<file path="src/sv/http_response_head_parser_defines.svh">
// assertion macros for the http response head parser
// used by the top level only; expects clk and rst_n in scope
`ifndef HTTP_RESPONSE_HEAD_PARSER_DEFINES_SVH
`define HTTP_RESPONSE_HEAD_PARSER_DEFINES_SVH

// same-cycle implication
`define HRHP_ASSERT_NOW(lbl, ante, cons) \
    lbl: assert property (@(posedge clk) disable iff (!rst_n) (ante) |-> (cons)) \
        else $error("hrhp assertion failed");

// next-cycle implication
`define HRHP_ASSERT_NEXT(lbl, ante, cons) \
    lbl: assert property (@(posedge clk) disable iff (!rst_n) (ante) |=> (cons)) \
        else $error("hrhp assertion failed");

`endif

</file>
<file path="src/sv/hrhp_pkg.sv">
// types, codes and byte-class helpers for the http response head parser
// no dependencies
`default_nettype none

package hrhp_pkg;

    typedef enum logic [4:0] {
        PH_H,
        PH_T1,
        PH_T2,
        PH_P,
        PH_SLASH,
        PH_MAJ_START,
        PH_MAJ,
        PH_MIN_START,
        PH_MIN,
        PH_CODE_START,
        PH_CODE,
        PH_MSG_START,
        PH_MSG,
        PH_NL1,
        PH_HDR_START,
        PH_HDR,
        PH_NL2,
        PH_NL3,
        PH_BODY,
        PH_DONE
    } phase_t;

    typedef struct packed {
        logic vdone;
        logic neg;
        logic started;
        logic capture;
        logic found;
        logic colon;
    } flags_t;

    localparam logic [1:0] ST_MORE = 2'd0;
    localparam logic [1:0] ST_DONE = 2'd1;
    localparam logic [1:0] ST_BAD  = 2'd2;

    localparam logic [2:0] KIND_FRAMING = 3'd0;
    localparam logic [2:0] KIND_REASON  = 3'd1;
    localparam logic [2:0] KIND_HEADER  = 3'd2;
    localparam logic [2:0] KIND_LINE_OK = 3'd3;
    localparam logic [2:0] KIND_BODY    = 3'd4;

    localparam logic [4:0] POS_NONE  = 5'd0;
    localparam logic [4:0] POS_FULL  = 5'd14;
    localparam logic [4:0] POS_TRAIL = 5'd15;
    localparam logic [4:0] POS_MISS  = 5'd31;

    localparam logic [7:0] CH_H     = 8'h48;
    localparam logic [7:0] CH_T     = 8'h54;
    localparam logic [7:0] CH_P     = 8'h50;
    localparam logic [7:0] CH_SLASH = 8'h2f;
    localparam logic [7:0] CH_DOT   = 8'h2e;
    localparam logic [7:0] CH_SP    = 8'h20;
    localparam logic [7:0] CH_TAB   = 8'h09;
    localparam logic [7:0] CH_CR    = 8'h0d;
    localparam logic [7:0] CH_LF    = 8'h0a;
    localparam logic [7:0] CH_COLON = 8'h3a;
    localparam logic [7:0] CH_PLUS  = 8'h2b;
    localparam logic [7:0] CH_MINUS = 8'h2d;

    function automatic logic is_digit(input logic [7:0] c);
        return (c >= 8'h30) && (c <= 8'h39);
    endfunction

    function automatic logic is_alpha(input logic [7:0] c);
        return ((c >= 8'h41) && (c <= 8'h5a)) || ((c >= 8'h61) && (c <= 8'h7a));
    endfunction

    function automatic logic is_blank(input logic [7:0] c);
        return (c == CH_SP) || (c == CH_TAB);
    endfunction

    function automatic logic is_space(input logic [7:0] c);
        return (c == CH_SP) || ((c >= CH_TAB) && (c <= CH_CR));
    endfunction

    function automatic logic [7:0] to_lower(input logic [7:0] c);
        return ((c >= 8'h41) && (c <= 8'h5a)) ? (c + 8'd32) : c;
    endfunction

    // lower-case "content-length", one letter per position
    function automatic logic [7:0] cl_char(input logic [3:0] idx);
        logic [7:0] r;
        case (idx)
            4'd0:    r = 8'h63;
            4'd1:    r = 8'h6f;
            4'd2:    r = 8'h6e;
            4'd3:    r = 8'h74;
            4'd4:    r = 8'h65;
            4'd5:    r = 8'h6e;
            4'd6:    r = 8'h74;
            4'd7:    r = 8'h2d;
            4'd8:    r = 8'h6c;
            4'd9:    r = 8'h65;
            4'd10:   r = 8'h6e;
            4'd11:   r = 8'h67;
            4'd12:   r = 8'h74;
            4'd13:   r = 8'h68;
            default: r = 8'h00;
        endcase
        return r;
    endfunction

    // acc*10 + d, clamped to all ones
    function automatic logic [7:0] sat_dec8(input logic [7:0] acc, input logic [3:0] d);
        logic [11:0] w;
        w = ({4'b0, acc} << 3) + ({4'b0, acc} << 1) + {8'b0, d};
        return (|w[11:8]) ? 8'hff : w[7:0];
    endfunction

    function automatic logic [15:0] sat_dec16(input logic [15:0] acc, input logic [3:0] d);
        logic [19:0] w;
        w = ({4'b0, acc} << 3) + ({4'b0, acc} << 1) + {16'b0, d};
        return (|w[19:16]) ? 16'hffff : w[15:0];
    endfunction

endpackage

`default_nettype wire

</file>
<file path="src/sv/http_response_head_parser.sv">
// http response head parser: byte-wise status line, header and body tracking
// depends on hrhp_pkg and http_response_head_parser_defines.svh
//
//  channel | signals                          | direction
//  --------+----------------------------------+----------
//  in      | in_valid in_ready rx_byte restart | into block
//  out     | out_valid out_ready parse_status  | out of block
//          | byte_kind data_byte version_major |
//          | version_minor status_code         |
//          | body_length                       |
//
// one beat per cycle sustained unless out_ready stalls the result register
// input register feeds one level of decode logic that updates parser state and
// loads the result register in the same edge
// a stalled result register holds the input register, which then drops in_ready
// rst_n clears control and parser state; payload registers are not reset
`default_nettype none
`include "http_response_head_parser_defines.svh"

module http_response_head_parser #(
    parameter int LENGTH_BITS = 32
) (
    input  wire logic        clk,
    input  wire logic        rst_n,
    input  wire logic        in_valid,
    output logic             in_ready,
    input  wire logic [7:0]  rx_byte,
    input  wire logic        restart,
    output logic             out_valid,
    input  wire logic        out_ready,
    output logic [1:0]       parse_status,
    output logic [2:0]       byte_kind,
    output logic [7:0]       data_byte,
    output logic [7:0]       version_major,
    output logic [7:0]       version_minor,
    output logic [15:0]      status_code,
    output logic [31:0]      body_length
);

    // input register
    logic       in_valid_reg;
    logic [7:0] in_byte_reg;
    logic       in_restart_reg;
    logic       advance;

    // parser state
    hrhp_pkg::phase_t       phase_reg, phase_next;
    logic [7:0]             major_reg, major_next;
    logic [7:0]             minor_reg, minor_next;
    logic [15:0]            code_reg, code_next;
    logic [LENGTH_BITS-1:0] len_reg, len_next;
    logic [LENGTH_BITS-1:0] rem_reg, rem_next;
    logic [4:0]             pos_reg, pos_next;
    hrhp_pkg::flags_t       flags_reg, flags_next;

    // state seen by this beat, restart applied
    hrhp_pkg::phase_t       cur_phase;
    logic [7:0]             cur_major;
    logic [7:0]             cur_minor;
    logic [15:0]            cur_code;
    logic [LENGTH_BITS-1:0] cur_len;
    logic [LENGTH_BITS-1:0] cur_rem;
    logic [4:0]             cur_pos;
    hrhp_pkg::flags_t       cur_flags;

    // header line byte handling
    logic                   lb_fresh;
    logic [4:0]             lb_pos_in, lb_pos;
    hrhp_pkg::flags_t       lb_flags_in, lb_flags;
    logic [LENGTH_BITS-1:0] lb_len_in, lb_len;
    logic [LENGTH_BITS+3:0] lb_len_wide;
    logic [LENGTH_BITS-1:0] lb_len_sat;
    logic [LENGTH_BITS-1:0] rem_dec;
    logic [LENGTH_BITS+31:0] len_ext;

    logic                   bad;
    logic [1:0]             st;
    logic [2:0]             kind;
    logic [31:0]            body_len_calc;

    logic [7:0] c;

    // result register
    logic        out_valid_reg;
    logic [1:0]  status_reg;
    logic [2:0]  kind_reg;
    logic [7:0]  data_reg;
    logic [7:0]  vmaj_reg;
    logic [7:0]  vmin_reg;
    logic [15:0] scode_reg;
    logic [31:0] blen_reg;

    assign c        = in_byte_reg;
    assign advance  = in_valid_reg && (!out_valid_reg || out_ready);
    assign in_ready = !in_valid_reg || advance;

    always_ff @(posedge clk or negedge rst_n)
    begin
        if (!rst_n)
        begin
            in_valid_reg <= 1'b0;
        end
        else if (in_ready)
        begin
            in_valid_reg <= in_valid;
        end
    end

    always_ff @(posedge clk)
    begin
        if (in_ready && in_valid)
        begin
            in_byte_reg    <= rx_byte;
            in_restart_reg <= restart;
        end
    end

    always_comb
    begin
        cur_phase = in_restart_reg ? hrhp_pkg::PH_H : phase_reg;
        cur_major = in_restart_reg ? 8'd0 : major_reg;
        cur_minor = in_restart_reg ? 8'd0 : minor_reg;
        cur_code  = in_restart_reg ? 16'd0 : code_reg;
        cur_len   = in_restart_reg ? '0 : len_reg;
        cur_rem   = in_restart_reg ? '0 : rem_reg;
        cur_pos   = in_restart_reg ? hrhp_pkg::POS_NONE : pos_reg;
        cur_flags = in_restart_reg ? '0 : flags_reg;
    end

    // first byte of a line starts from a cleared name match
    always_comb
    begin
        lb_fresh    = (cur_phase == hrhp_pkg::PH_HDR_START);
        lb_pos_in   = cur_pos;
        lb_flags_in = cur_flags;
        lb_len_in   = cur_len;
        if (lb_fresh)
        begin
            lb_pos_in = hrhp_pkg::POS_NONE;
            if (cur_flags.found)
            begin
                lb_flags_in.colon   = 1'b0;
                lb_flags_in.capture = 1'b0;
            end
            else
            begin
                lb_flags_in = '0;
                lb_len_in   = '0;
            end
        end
    end

    assign lb_len_wide = ({4'b0, lb_len_in} << 3) + ({4'b0, lb_len_in} << 1)
                       + {{LENGTH_BITS{1'b0}}, c[3:0]};
    assign lb_len_sat  = (|lb_len_wide[LENGTH_BITS+3:LENGTH_BITS]) ? '1
                       : lb_len_wide[LENGTH_BITS-1:0];

    always_comb
    begin
        lb_pos   = lb_pos_in;
        lb_flags = lb_flags_in;
        lb_len   = lb_len_in;
        if (!lb_flags_in.colon)
        begin
            if (c == hrhp_pkg::CH_COLON)
            begin
                lb_flags.colon = 1'b1;
                if ((lb_pos_in == hrhp_pkg::POS_FULL || lb_pos_in == hrhp_pkg::POS_TRAIL)
                    && !lb_flags_in.found)
                begin
                    lb_flags.capture = 1'b1;
                end
            end
            else if (hrhp_pkg::is_space(c))
            begin
                if (lb_pos_in == hrhp_pkg::POS_FULL)
                begin
                    lb_pos = hrhp_pkg::POS_TRAIL;
                end
                else if (lb_pos_in != hrhp_pkg::POS_NONE && lb_pos_in != hrhp_pkg::POS_TRAIL)
                begin
                    lb_pos = hrhp_pkg::POS_MISS;
                end
            end
            else if (lb_pos_in < hrhp_pkg::POS_FULL)
            begin
                lb_pos = (hrhp_pkg::to_lower(c) == hrhp_pkg::cl_char(lb_pos_in[3:0]))
                       ? lb_pos_in + 5'd1 : hrhp_pkg::POS_MISS;
            end
            else
            begin
                lb_pos = hrhp_pkg::POS_MISS;
            end
        end
        else if (lb_flags_in.capture && !lb_flags_in.vdone)
        begin
            if (hrhp_pkg::is_digit(c))
            begin
                lb_flags.started = 1'b1;
                lb_len           = lb_len_sat;
            end
            else if (!lb_flags_in.started && hrhp_pkg::is_space(c))
            begin
                // leading white space before the value
                lb_len = lb_len_in;
            end
            else if (!lb_flags_in.started
                     && (c == hrhp_pkg::CH_PLUS || c == hrhp_pkg::CH_MINUS))
            begin
                lb_flags.started = 1'b1;
                lb_flags.neg     = (c == hrhp_pkg::CH_MINUS);
            end
            else
            begin
                lb_flags.vdone = 1'b1;
            end
        end
    end

    assign rem_dec = cur_rem - {{(LENGTH_BITS-1){1'b0}}, 1'b1};

    // outputs of the state machine: status, kind, malformed flag
    always_comb
    begin
        bad  = 1'b0;
        st   = hrhp_pkg::ST_MORE;
        kind = hrhp_pkg::KIND_FRAMING;
        case (cur_phase)
            hrhp_pkg::PH_H:     bad = (c != hrhp_pkg::CH_H);
            hrhp_pkg::PH_T1:    bad = (c != hrhp_pkg::CH_T);
            hrhp_pkg::PH_T2:    bad = (c != hrhp_pkg::CH_T);
            hrhp_pkg::PH_P:     bad = (c != hrhp_pkg::CH_P);
            hrhp_pkg::PH_SLASH: bad = (c != hrhp_pkg::CH_SLASH);
            hrhp_pkg::PH_MAJ_START,
            hrhp_pkg::PH_MIN_START,
            hrhp_pkg::PH_CODE_START:
                bad = !hrhp_pkg::is_digit(c);
            hrhp_pkg::PH_MAJ:
                bad = !(c == hrhp_pkg::CH_DOT || hrhp_pkg::is_digit(c));
            hrhp_pkg::PH_MIN,
            hrhp_pkg::PH_CODE:
                bad = !(c == hrhp_pkg::CH_SP || hrhp_pkg::is_digit(c));
            hrhp_pkg::PH_MSG_START:
            begin
                if (hrhp_pkg::is_alpha(c))
                begin
                    kind = hrhp_pkg::KIND_REASON;
                end
                else
                begin
                    bad = 1'b1;
                end
            end
            hrhp_pkg::PH_MSG:
            begin
                if (c == hrhp_pkg::CH_CR)
                begin
                    kind = hrhp_pkg::KIND_FRAMING;
                end
                else if (hrhp_pkg::is_alpha(c) || hrhp_pkg::is_digit(c)
                         || hrhp_pkg::is_blank(c))
                begin
                    kind = hrhp_pkg::KIND_REASON;
                end
                else
                begin
                    bad = 1'b1;
                end
            end
            hrhp_pkg::PH_NL1,
            hrhp_pkg::PH_NL2:
                bad = (c != hrhp_pkg::CH_LF);
            hrhp_pkg::PH_HDR_START:
                kind = (c == hrhp_pkg::CH_CR) ? hrhp_pkg::KIND_FRAMING : hrhp_pkg::KIND_HEADER;
            hrhp_pkg::PH_HDR:
            begin
                if (c == hrhp_pkg::CH_CR)
                begin
                    // line needs a colon and a nonblank name
                    if (!cur_flags.colon || cur_pos == hrhp_pkg::POS_NONE)
                    begin
                        bad = 1'b1;
                    end
                    else
                    begin
                        kind = hrhp_pkg::KIND_LINE_OK;
                    end
                end
                else
                begin
                    kind = hrhp_pkg::KIND_HEADER;
                end
            end
            hrhp_pkg::PH_NL3:
            begin
                if (c != hrhp_pkg::CH_LF || (cur_flags.neg && cur_len != '0))
                begin
                    bad = 1'b1;
                end
                else if (cur_len == '0)
                begin
                    st = hrhp_pkg::ST_DONE;
                end
            end
            hrhp_pkg::PH_BODY:
            begin
                kind = hrhp_pkg::KIND_BODY;
                if (rem_dec == '0)
                begin
                    st = hrhp_pkg::ST_DONE;
                end
            end
            default: bad = 1'b1;
        endcase
        if (bad)
        begin
            st   = hrhp_pkg::ST_BAD;
            kind = hrhp_pkg::KIND_FRAMING;
        end
    end

    // next state; a malformed beat keeps the state it saw
    always_comb
    begin
        phase_next = cur_phase;
        major_next = cur_major;
        minor_next = cur_minor;
        code_next  = cur_code;
        len_next   = cur_len;
        rem_next   = cur_rem;
        pos_next   = cur_pos;
        flags_next = cur_flags;
        if (!bad)
        begin
            case (cur_phase)
                hrhp_pkg::PH_H:     phase_next = hrhp_pkg::PH_T1;
                hrhp_pkg::PH_T1:    phase_next = hrhp_pkg::PH_T2;
                hrhp_pkg::PH_T2:    phase_next = hrhp_pkg::PH_P;
                hrhp_pkg::PH_P:     phase_next = hrhp_pkg::PH_SLASH;
                hrhp_pkg::PH_SLASH: phase_next = hrhp_pkg::PH_MAJ_START;
                hrhp_pkg::PH_MAJ_START:
                begin
                    major_next = {4'b0, c[3:0]};
                    phase_next = hrhp_pkg::PH_MAJ;
                end
                hrhp_pkg::PH_MAJ:
                begin
                    if (c == hrhp_pkg::CH_DOT)
                    begin
                        phase_next = hrhp_pkg::PH_MIN_START;
                    end
                    else
                    begin
                        major_next = hrhp_pkg::sat_dec8(cur_major, c[3:0]);
                    end
                end
                hrhp_pkg::PH_MIN_START:
                begin
                    minor_next = {4'b0, c[3:0]};
                    phase_next = hrhp_pkg::PH_MIN;
                end
                hrhp_pkg::PH_MIN:
                begin
                    if (c == hrhp_pkg::CH_SP)
                    begin
                        phase_next = hrhp_pkg::PH_CODE_START;
                    end
                    else
                    begin
                        minor_next = hrhp_pkg::sat_dec8(cur_minor, c[3:0]);
                    end
                end
                hrhp_pkg::PH_CODE_START:
                begin
                    code_next  = {12'b0, c[3:0]};
                    phase_next = hrhp_pkg::PH_CODE;
                end
                hrhp_pkg::PH_CODE:
                begin
                    if (c == hrhp_pkg::CH_SP)
                    begin
                        phase_next = hrhp_pkg::PH_MSG_START;
                    end
                    else
                    begin
                        code_next = hrhp_pkg::sat_dec16(cur_code, c[3:0]);
                    end
                end
                hrhp_pkg::PH_MSG_START: phase_next = hrhp_pkg::PH_MSG;
                hrhp_pkg::PH_MSG:
                begin
                    if (c == hrhp_pkg::CH_CR)
                    begin
                        phase_next = hrhp_pkg::PH_NL1;
                    end
                end
                hrhp_pkg::PH_NL1,
                hrhp_pkg::PH_NL2:
                    phase_next = hrhp_pkg::PH_HDR_START;
                hrhp_pkg::PH_HDR_START:
                begin
                    if (c == hrhp_pkg::CH_CR)
                    begin
                        phase_next = hrhp_pkg::PH_NL3;
                    end
                    else
                    begin
                        pos_next   = lb_pos;
                        flags_next = lb_flags;
                        len_next   = lb_len;
                        phase_next = hrhp_pkg::PH_HDR;
                    end
                end
                hrhp_pkg::PH_HDR:
                begin
                    if (c == hrhp_pkg::CH_CR)
                    begin
                        if (cur_flags.capture)
                        begin
                            flags_next.capture = 1'b0;
                            flags_next.found   = 1'b1;
                        end
                        phase_next = hrhp_pkg::PH_NL2;
                    end
                    else
                    begin
                        pos_next   = lb_pos;
                        flags_next = lb_flags;
                        len_next   = lb_len;
                    end
                end
                hrhp_pkg::PH_NL3:
                begin
                    if (cur_len == '0)
                    begin
                        phase_next = hrhp_pkg::PH_DONE;
                    end
                    else
                    begin
                        rem_next   = cur_len;
                        phase_next = hrhp_pkg::PH_BODY;
                    end
                end
                hrhp_pkg::PH_BODY:
                begin
                    rem_next = rem_dec;
                    if (rem_dec == '0)
                    begin
                        phase_next = hrhp_pkg::PH_DONE;
                    end
                end
                default: phase_next = cur_phase;
            endcase
        end
    end

    // clamp to the 32-bit port; upper slice is zero when LENGTH_BITS <= 32
    assign len_ext       = {32'b0, len_next};
    assign body_len_calc = flags_next.neg ? 32'd0
                         : ((|len_ext[LENGTH_BITS+31:32]) ? 32'hffff_ffff : len_ext[31:0]);

    always_ff @(posedge clk or negedge rst_n)
    begin
        if (!rst_n)
        begin
            phase_reg <= hrhp_pkg::PH_H;
            major_reg <= 8'd0;
            minor_reg <= 8'd0;
            code_reg  <= 16'd0;
            len_reg   <= '0;
            rem_reg   <= '0;
            pos_reg   <= hrhp_pkg::POS_NONE;
            flags_reg <= '0;
        end
        else if (advance)
        begin
            phase_reg <= phase_next;
            major_reg <= major_next;
            minor_reg <= minor_next;
            code_reg  <= code_next;
            len_reg   <= len_next;
            rem_reg   <= rem_next;
            pos_reg   <= pos_next;
            flags_reg <= flags_next;
        end
    end

    always_ff @(posedge clk or negedge rst_n)
    begin
        if (!rst_n)
        begin
            out_valid_reg <= 1'b0;
        end
        else if (advance)
        begin
            out_valid_reg <= 1'b1;
        end
        else if (out_ready)
        begin
            out_valid_reg <= 1'b0;
        end
    end

    always_ff @(posedge clk)
    begin
        if (advance)
        begin
            status_reg <= st;
            kind_reg   <= kind;
            data_reg   <= c;
            vmaj_reg   <= major_next;
            vmin_reg   <= minor_next;
            scode_reg  <= code_next;
            blen_reg   <= body_len_calc;
        end
    end

    assign out_valid     = out_valid_reg;
    assign parse_status  = status_reg;
    assign byte_kind     = kind_reg;
    assign data_byte     = data_reg;
    assign version_major = vmaj_reg;
    assign version_minor = vmin_reg;
    assign status_code   = scode_reg;
    assign body_length   = blen_reg;

    `HRHP_ASSERT_NOW(a_bad_is_framing,
        out_valid_reg && status_reg == hrhp_pkg::ST_BAD,
        kind_reg == hrhp_pkg::KIND_FRAMING)
    `HRHP_ASSERT_NOW(a_done_kind,
        out_valid_reg && status_reg == hrhp_pkg::ST_DONE,
        kind_reg == hrhp_pkg::KIND_FRAMING || kind_reg == hrhp_pkg::KIND_BODY)
    `HRHP_ASSERT_NOW(a_body_pending, phase_reg == hrhp_pkg::PH_BODY, rem_reg != '0)
    `HRHP_ASSERT_NEXT(a_input_held, in_valid_reg && !advance, in_valid_reg)

endmodule

`default_nettype wire

</file>
<file path="config.mk">
export PLATFORM = sky130hd
export DESIGN_NAME = http_response_head_parser
export DESIGN_NICKNAME = d
export VERILOG_FILES = /design/src/sv/hrhp_pkg.sv /design/src/sv/http_response_head_parser.sv
export VERILOG_INCLUDE_DIRS = /design/src /design/src/sv
export SDC_FILE = /design/constraint.sdc
export NUM_CORES = 1
export LEC_CHECK = 0
export BUFFER_PORTS_ARGS = -buffer_cell sky130_fd_sc_hd__buf_2
export CAP_MARGIN = 20
export CORE_UTILIZATION = 32
export CTS_CLUSTER_DIAMETER = 40
export CTS_CLUSTER_SIZE = 30
export DETAILED_ROUTE_END_ITERATION = 10
export SYNTH_ARGS = -nofsm -noshare
export SYNTH_HDL_FRONTEND = slang
export SYNTH_SLANG_ARGS = --single-unit
</file>
<file path="constraint.sdc">
create_clock -name clk -period 5.72 [get_ports clk]
set_input_delay 0.286 -clock clk [delete_from_list [all_inputs] [get_ports clk]]
set_output_delay 0.286 -clock clk [all_outputs]
set_load 0.02 [all_outputs]
</file>
Yosys cells after proc, flatten, opt, wreduce, memory -nomap -nowiden

Memories as Yosys holds them, arrays and structs flattened.
Index checks and enable logic that the tools add are counted.

Bits of input ports: 13
Logic and storage cells: 230
Bits in writable memories: 0
Latch bits: 0
Memories: 1
Register bits: 200
Output and inout port bits: 79
Memory bits (read-only): 112

Div/mod/pow operators: 0
Muxes and demuxes: 100
Multipliers: 0
Add/sub/neg operators: 11
Eq/ne operators: 34
Bitwise gates (word level): 0
Order comparisons: 9
Shifts and indexed selects: 0
Reduce and logical (&&, ||, !) cells: 51

Memory list:

| memory           | depth | width | rd ports | clocked after memory_dff | wr ports | line           | text |
|---|---|---|---|---|---|---|---|
| (name not given) | 16    | 7     | 1        | 0                        | 0        | hrhp_pkg.sv:90 | `case (idx)` |

Operators with widths:

| cell                                                  | count |
|---|---|
| two-way mux 32 bit                                    | 13 |
| two-way mux 5 bit                                     | 21 |
| two-way mux 8 bit                                     | 13 |
| case mux 5 bit (18 select lines)                      | 1 |
| logical NOT 32 bit                                    | 2 |
| two-way mux 16 bit                                    | 4 |
| case mux 32 bit (2 select lines)                      | 1 |
| == test 5 x 4 -> 1 bit, second input constant         | 10 |
| == test 8 x 6 -> 1 bit, second input constant         | 5 |
| adder 35 x 33 -> 36 bit                               | 1 |
| adder 36 x 4 -> 36 bit                                | 1 |
| case mux 16 bit (2 select lines)                      | 1 |
| case mux 8 bit (2 select lines)                       | 2 |
| nonzero test 32 bit                                   | 1 |
| subtractor 32 x 1 -> 32 bit, second input constant    | 1 |
| two-way mux 1 bit                                     | 25 |
| adder 11 x 9 -> 12 bit                                | 2 |
| adder 12 x 4 -> 12 bit                                | 2 |
| two-way mux 6 bit                                     | 4 |
| inequality test 8 x 7 -> 1 bit, second input constant | 3 |
| adder 19 x 17 -> 20 bit                               | 1 |
| adder 20 x 4 -> 20 bit                                | 1 |
| == test 5 x 3 -> 1 bit, second input constant         | 4 |
| two-way mux 3 bit                                     | 6 |
| 31 further kinds                                      | 80 |

Depth between registers and ports, before layout

Word-level depth: 17
Mapped depth: 23
Mapped depth without buffers: 19

Least setup slack after synthesis

Ideal clock, no wire load.

Kind: register -> register
Start point: register in_restart_reg
End point: register scode_reg[13] (netlist: status_code[13]), data pin
Setup slack: 215 ps
Path buffers: 7
Stages on the path, launching flop included: 20
Required time: 5461 ps
Setup time: 259 ps
Arrival time: 5245 ps
Clock period less this slack: 5505 ps
Path through: edfxtp_1 -> clkbuf_1 -> buf_1 -> clkbuf_1 -> clkbuf_1 -> buf_1 -> clkbuf_1 -> nor2b_1 -> fa_1 -> ha_1 -> a211oi_1 -> o21bai_1 -> a2111oi_0 -> o31ai_1 -> a32oi_1 -> nand3_1 -> clkbuf_1 -> o21a_1 -> o21ai_1 -> nand2_1

Longest elaborated chain between the ends: 8
Elaborated cells on any way between the ends: 46
Those cells by class: add/sub (2); eq/ne (18); mux (13); reduce/logical (13)

Ends and longest elaborated chain:

| item                             | line                             | text |
|---|---|---|
| start: declaration               | http_response_head_parser.sv:43  | `logic in_restart_reg;` |
| start signal: assignment         | http_response_head_parser.sv:114 | `in_restart_reg <= restart;` |
| two-way mux 16 bit               | http_response_head_parser.sv:123 | `cur_code = in_restart_reg ? 16'd0 : code_reg;` |
| adder 19 x 17 -> 20 bit          | hrhp_pkg.sv:119                  | `w = ({4'b0, acc} << 3) + ({4'b0, acc} << 1) + {16'b0, d};` |
| adder 20 x 4 -> 20 bit           | hrhp_pkg.sv:119                  |  |
| OR reduction 4 bit               | hrhp_pkg.sv:120                  | `return (\|w[19:16]) ? 16'hffff : w[15:0];` |
| two-way mux 16 bit               | hrhp_pkg.sv:120                  |  |
| two-way mux 16 bit               | http_response_head_parser.sv:380 | `if (c == hrhp_pkg::CH_SP)` |
| case mux 16 bit (2 select lines) | http_response_head_parser.sv:335 | `case (cur_phase)` |
| two-way mux 16 bit *             | http_response_head_parser.sv:333 | `if (!bad)` |
| net code_next[13]                | http_response_head_parser.sv:50  | `logic [15:0] code_reg, code_next;` |
| end signal: assignment           | http_response_head_parser.sv:513 | `scode_reg <= code_next;` |
| end: declaration                 | http_response_head_parser.sv:90  | `logic [15:0] scode_reg;` |

The timed path passes the listed nets; every way through them passes the cells marked *.
A chain may end at the register's enable or synchronous reset.

Worst setup path after layout

Start point: register phase_reg[1]
End point: register blen_reg[16] (netlist: body_length[16]), data pin

Longest elaborated chain between the ends: 13
Elaborated cells on any way between the ends: 53
Those cells by class: add/sub (2); eq/ne (18); mux (20); reduce/logical (13)

Ends and longest elaborated chain:

| item                                                                  | line                                                                                                 | text |
|---|---|---|
| start: declaration                                                    | http_response_head_parser.sv:47                                                                      | `hrhp_pkg::phase_t phase_reg, phase_next;` |
| start signal: assignment                                              | http_response_head_parser.sv:466                                                                     | `phase_reg <= hrhp_pkg::PH_H;` |
| start signal: assignment                                              | http_response_head_parser.sv:477                                                                     | `phase_reg <= phase_next;` |
| two-way mux 5 bit *                                                   | http_response_head_parser.sv:120                                                                     | `cur_phase = in_restart_reg ? hrhp_pkg::PH_H : phase_reg;` |
| == test 5 x 4 -> 1 bit                                                | http_response_head_parser.sv:133, http_response_head_parser.sv:228, http_response_head_parser.sv:335 |  |
| two-way mux 32 bit or two-way mux 6 bit (tied branches)               | http_response_head_parser.sv:137                                                                     | `if (lb_fresh)` |
| adder 35 x 33 -> 36 bit or logical NOT 1 bit (tied branches)          | http_response_head_parser.sv:153, http_response_head_parser.sv:202, http_response_head_parser.sv:207 |  |
| adder 36 x 4 -> 36 bit or logical AND 1 bit (tied branches)           | http_response_head_parser.sv:154, http_response_head_parser.sv:208                                   |  |
| OR reduction 4 bit or two-way mux 2 bit (tied branches)               | http_response_head_parser.sv:155, http_response_head_parser.sv:207                                   |  |
| two-way mux 32 bit or two-way mux 3 bit (tied branches)               | http_response_head_parser.sv:155, http_response_head_parser.sv:202                                   |  |
| two-way mux 32 bit or two-way mux 2 bit (tied branches)               | http_response_head_parser.sv:197                                                                     | `if (hrhp_pkg::is_digit(c))` |
| two-way mux 32 bit or two-way mux 3 bit (tied branches)               | http_response_head_parser.sv:195                                                                     | `else if (lb_flags_in.capture && !lb_flags_in.vdone)` |
| two-way mux 32 bit or two-way mux 3 bit (tied branches)               | http_response_head_parser.sv:163                                                                     | `if (!lb_flags_in.colon)` |
| two-way mux 32 bit (tied with other cells)                            | http_response_head_parser.sv:402, http_response_head_parser.sv:416                                   |  |
| two-way mux 32 bit or case mux 6 bit (2 select lines) (tied branches) | n/a                                                                                                  |  |
| two-way mux 32 bit or two-way mux 6 bit (tied branches)               | http_response_head_parser.sv:333                                                                     |  |
| end signal: assignment                                                | http_response_head_parser.sv:514                                                                     | `blen_reg <= body_len_calc;` |
| end: declaration                                                      | http_response_head_parser.sv:91                                                                      | `logic [31:0] blen_reg;` |

Every way passes the cells marked *; elsewhere a longest branch is shown, timed or not.

==> impl_metrics.env <==
export IMPL_synth_area_per_cell_um2=8.53
export IMPL_worstPathMaxFanout=19
export IMPL_grt_pass1_wl_um=85200
export IMPL_fin_util_pct=36.6
export IMPL_synthFlopType="dfrtp_1"
export IMPL_min_period_ns=5.41
export IMPL_synth_compound_area_share_pct=24.9
export IMPL_dp_hpwl_um=40000
export IMPL_area_growth_pct=12.4
export IMPL_antennaDiodeCount=0
export IMPL_final_area_um2=18400
export IMPL_tns_ns=0
export IMPL_drv_slew=0
export IMPL_wl_per_cell_um=20.4
export IMPL_clockBufferDepth=2
export IMPL_crit_type="reg2reg"
export IMPL_cts_tree="built"
export IMPL_min_from="out_ready"
export IMPL_reg2reg_slack_ns=0.31
export IMPL_start_kind="register"
export IMPL_r2r_end="body_length[16]"
export IMPL_final_cell_mix="nand2_1, nor2_1, ha_1, a21oi_1, dfrtp_1"
export IMPL_htreeDepth=4
export IMPL_cp_num_cells=18
export IMPL_grtUsageTotal_pct=20.7
export IMPL_clock_latency_ns=0.51
export IMPL_layout_commonest_cell="nand2_1"
export IMPL_die_w_um=228
export IMPL_total_power_mw=3.47
export IMPL_async_reset_ff_share_pct=57.0
export IMPL_status="finished clean"
export IMPL_hold_depth=3
export IMPL_leakagePower_nw=8.22
export IMPL_worst_path_most_repeated_cell="o31ai_1"
export IMPL_num_io_pins=92
export IMPL_yosysSeqAreaShare_pct=33.1
export IMPL_cp_slowest_cell="ha_1"
export IMPL_cp_arrival_ns=5.64
export IMPL_place_area_um2=17700
export IMPL_synth_top_family_by_area="compound AO/OA/AOI/OAI gates"
export IMPL_cap_violations=0
export IMPL_cts_sinks=200
export IMPL_final_setup_viol_count=0
export IMPL_worst_pin_slew_ns=0.997
export IMPL_synth_mux_area_share_pct=1.61
export IMPL_drt_iter0_markers=1582
export IMPL_ys_ff_latch=200
export IMPL_syn_nets=2079
export IMPL_startpoint="phase_reg[1]"
export IMPL_hold_class="in2reg"
export IMPL_n_fill_cell=5132
export IMPL_dieArea_um2=52200
export IMPL_post_drt_via_cell_ratio=5.83
export IMPL_netlist_instances=1923
export IMPL_first_global_vias=14700
export IMPL_timing_fmax_mhz=185
export IMPL_grt_setup_unrepaired="no"
export IMPL_r2r_start="phase_reg[1]"
export IMPL_worstSetupEndpointType="register"
export IMPL_yosys_area_share_adder_pct=11.3
export IMPL_yosys_area_share_simple_pct=22.3
export IMPL_ys_types=90
export IMPL_holdPathEnd="in_valid_reg"
export IMPL_path_clk_slew_ns=0.08
export IMPL_antenna_found_initial=0
export IMPL_drc=0
export IMPL_cp_top_family="compound AO/OA/AOI/OAI gates"
export IMPL_fin_worst_skew_ns=0.0138
export IMPL_start_util_pct=32.6
export IMPL_powerDensity_nw_per_um2=188
export IMPL_min_period_over_period_pct=94.6
export IMPL_grt_max_degree=104
export IMPL_vdd_drop_max_mv=0.249
export IMPL_worstPathRequired_ns=5.95
export IMPL_cts_made_buffers=17
export IMPL_core_area_um2=50400
export IMPL_max_stage_delay_ns=0.40
export IMPL_port_buffers=91
export IMPL_relSlewSlack_pct=33.5
export IMPL_gp_congestion=0.954
export IMPL_rows=82
export IMPL_final_nets=2137
export IMPL_synth_xor_area_share_pct=3.10
export IMPL_ant_nets=0
export IMPL_ys_warn_count=0
export IMPL_rr_worst_depth=18
export IMPL_drt_pass1_iterations=5
export IMPL_path_buf_inv=2
export IMPL_dieHeight_um=228
export IMPL_postCtsSetupBuffers=0
export IMPL_grt_ovfl_total=0
export IMPL_clockRootBuffer="clkbuf_16"
export IMPL_wl_um=54300
export IMPL_synth_edf_count=86
export IMPL_syn_area_um2=16400
export IMPL_dp_cells=2623
export IMPL_hold_violations=0
export IMPL_fin_cells=2666
export IMPL_drive_gt1_share_pct=11.8
export IMPL_vias=15500
export IMPL_cp_cell_sequence="and4b_1 > nand2_1 > a21oi_2 > nor2_1 > buf_4 > and2_1 > ha_1 > ha_1 > and4_1 > nand4_1 > a2111oi_1 > o31ai_1 > a211oi_1 > nor2_2 > a211o_1 > buf_4 > o31ai_1 > o31ai_1"
==> synth_stat cells, types with 39 or more instances <==
cell,n,area share (%)
ha_1,135,10
dfrtp_1,114,17
nand3_1,44,1.3
xnor2_1,39,2.1
edfxtp_1,86,16
nor2b_1,60,2.3
nor2_1,160,3.7
o21ai_0,99,3.0
o21ai_1,53,1.6
a21oi_1,127,3.9
nand2_1,222,5.1
nor3_1,45,1.4
clkbuf_1,94,2.2
==> final cells by class <==
cell class,count,area [µm²],area share [%]
timing repair buffer,162,1030,5.61
sequential,200,5440,29.5
clock buffer,18,429,2.33
multi-input combinational,1566,10400,56.3
inverter,34,133,0.719
clock inverter,14,185,1.00
tap,672,841,4.56
==> cells by family after synthesis <==
| family | Yosys count |
|---|---|
| buffers and inverters | 157 |
| adders and majority gates | 143 |
| AOI/OAI and AO/OA | 613 |
| xor gates and xnor gates | 58 |
| and+or+nand+nor | 728 |
| DFF | 200 |
| muxes | 24 |
==> metrics by stage <==
step           hold slack, ns  setup slack [ns]
5_1_grt                0.0915            0.0264
2_1_floorplan        -0.00959             0.215
3_5_place_dp            0.336             0.316
4_1_cts                0.0509             0.269
6_report               0.0853             0.306
3_3_place_gp            0.337             0.529
==> what timing repair did <==
action | 4_1_cts | 5_1_grt
gates resized for setup | 0 | 3
hold buffers | 11 | 0
setup endpoints to repair | 0 | 23
hold endpoints to repair | 48 | 0
==> worst min-delay path, stage by stage <==
cell	delay (ns)
buf_2	0.08
nand3b_1	0.12
nand2b_1	0.06
==> worst max-delay path by stage <==
| stage | to | slack, ns |
|---|---|---|
| finish | body_length[16] | 0.31 |
| global route | body_length[16] | 0.03 |
| CTS | body_length[5] | 0.27 |
| detailed placement | body_length[5] | 0.32 |
| global placement | body_length[17] | 0.53 |
| floorplan | status_code[13] | 0.22 |
==> report_power, final <==
| group | total (mW) | switching (mW) | internal, mW |
|---|---|---|---|
| Clock | 1.32 | 0.654 | 0.665 |
| Combinational | 0.536 | 0.372 | 0.165 |
| Sequential | 1.62 | 0.0471 | 1.57 |
| Total | 3.47 | 1.07 | 2.40 |
==> per-layer routing <==
metal  routed length, µm  GRT usage [%]  share of wire (%)  vias to the layer above
met5                   0              0                  0                        -
met4                1740           8.14                3.2                        0
met3                3510           3.27                6.5                       77
met2               24300           31.6                 45                      607
met1               24800           29.1                 46                     7503
li1                    -              -                  -                     7343
Note: power is estimated with default switching activity, not from simulation.
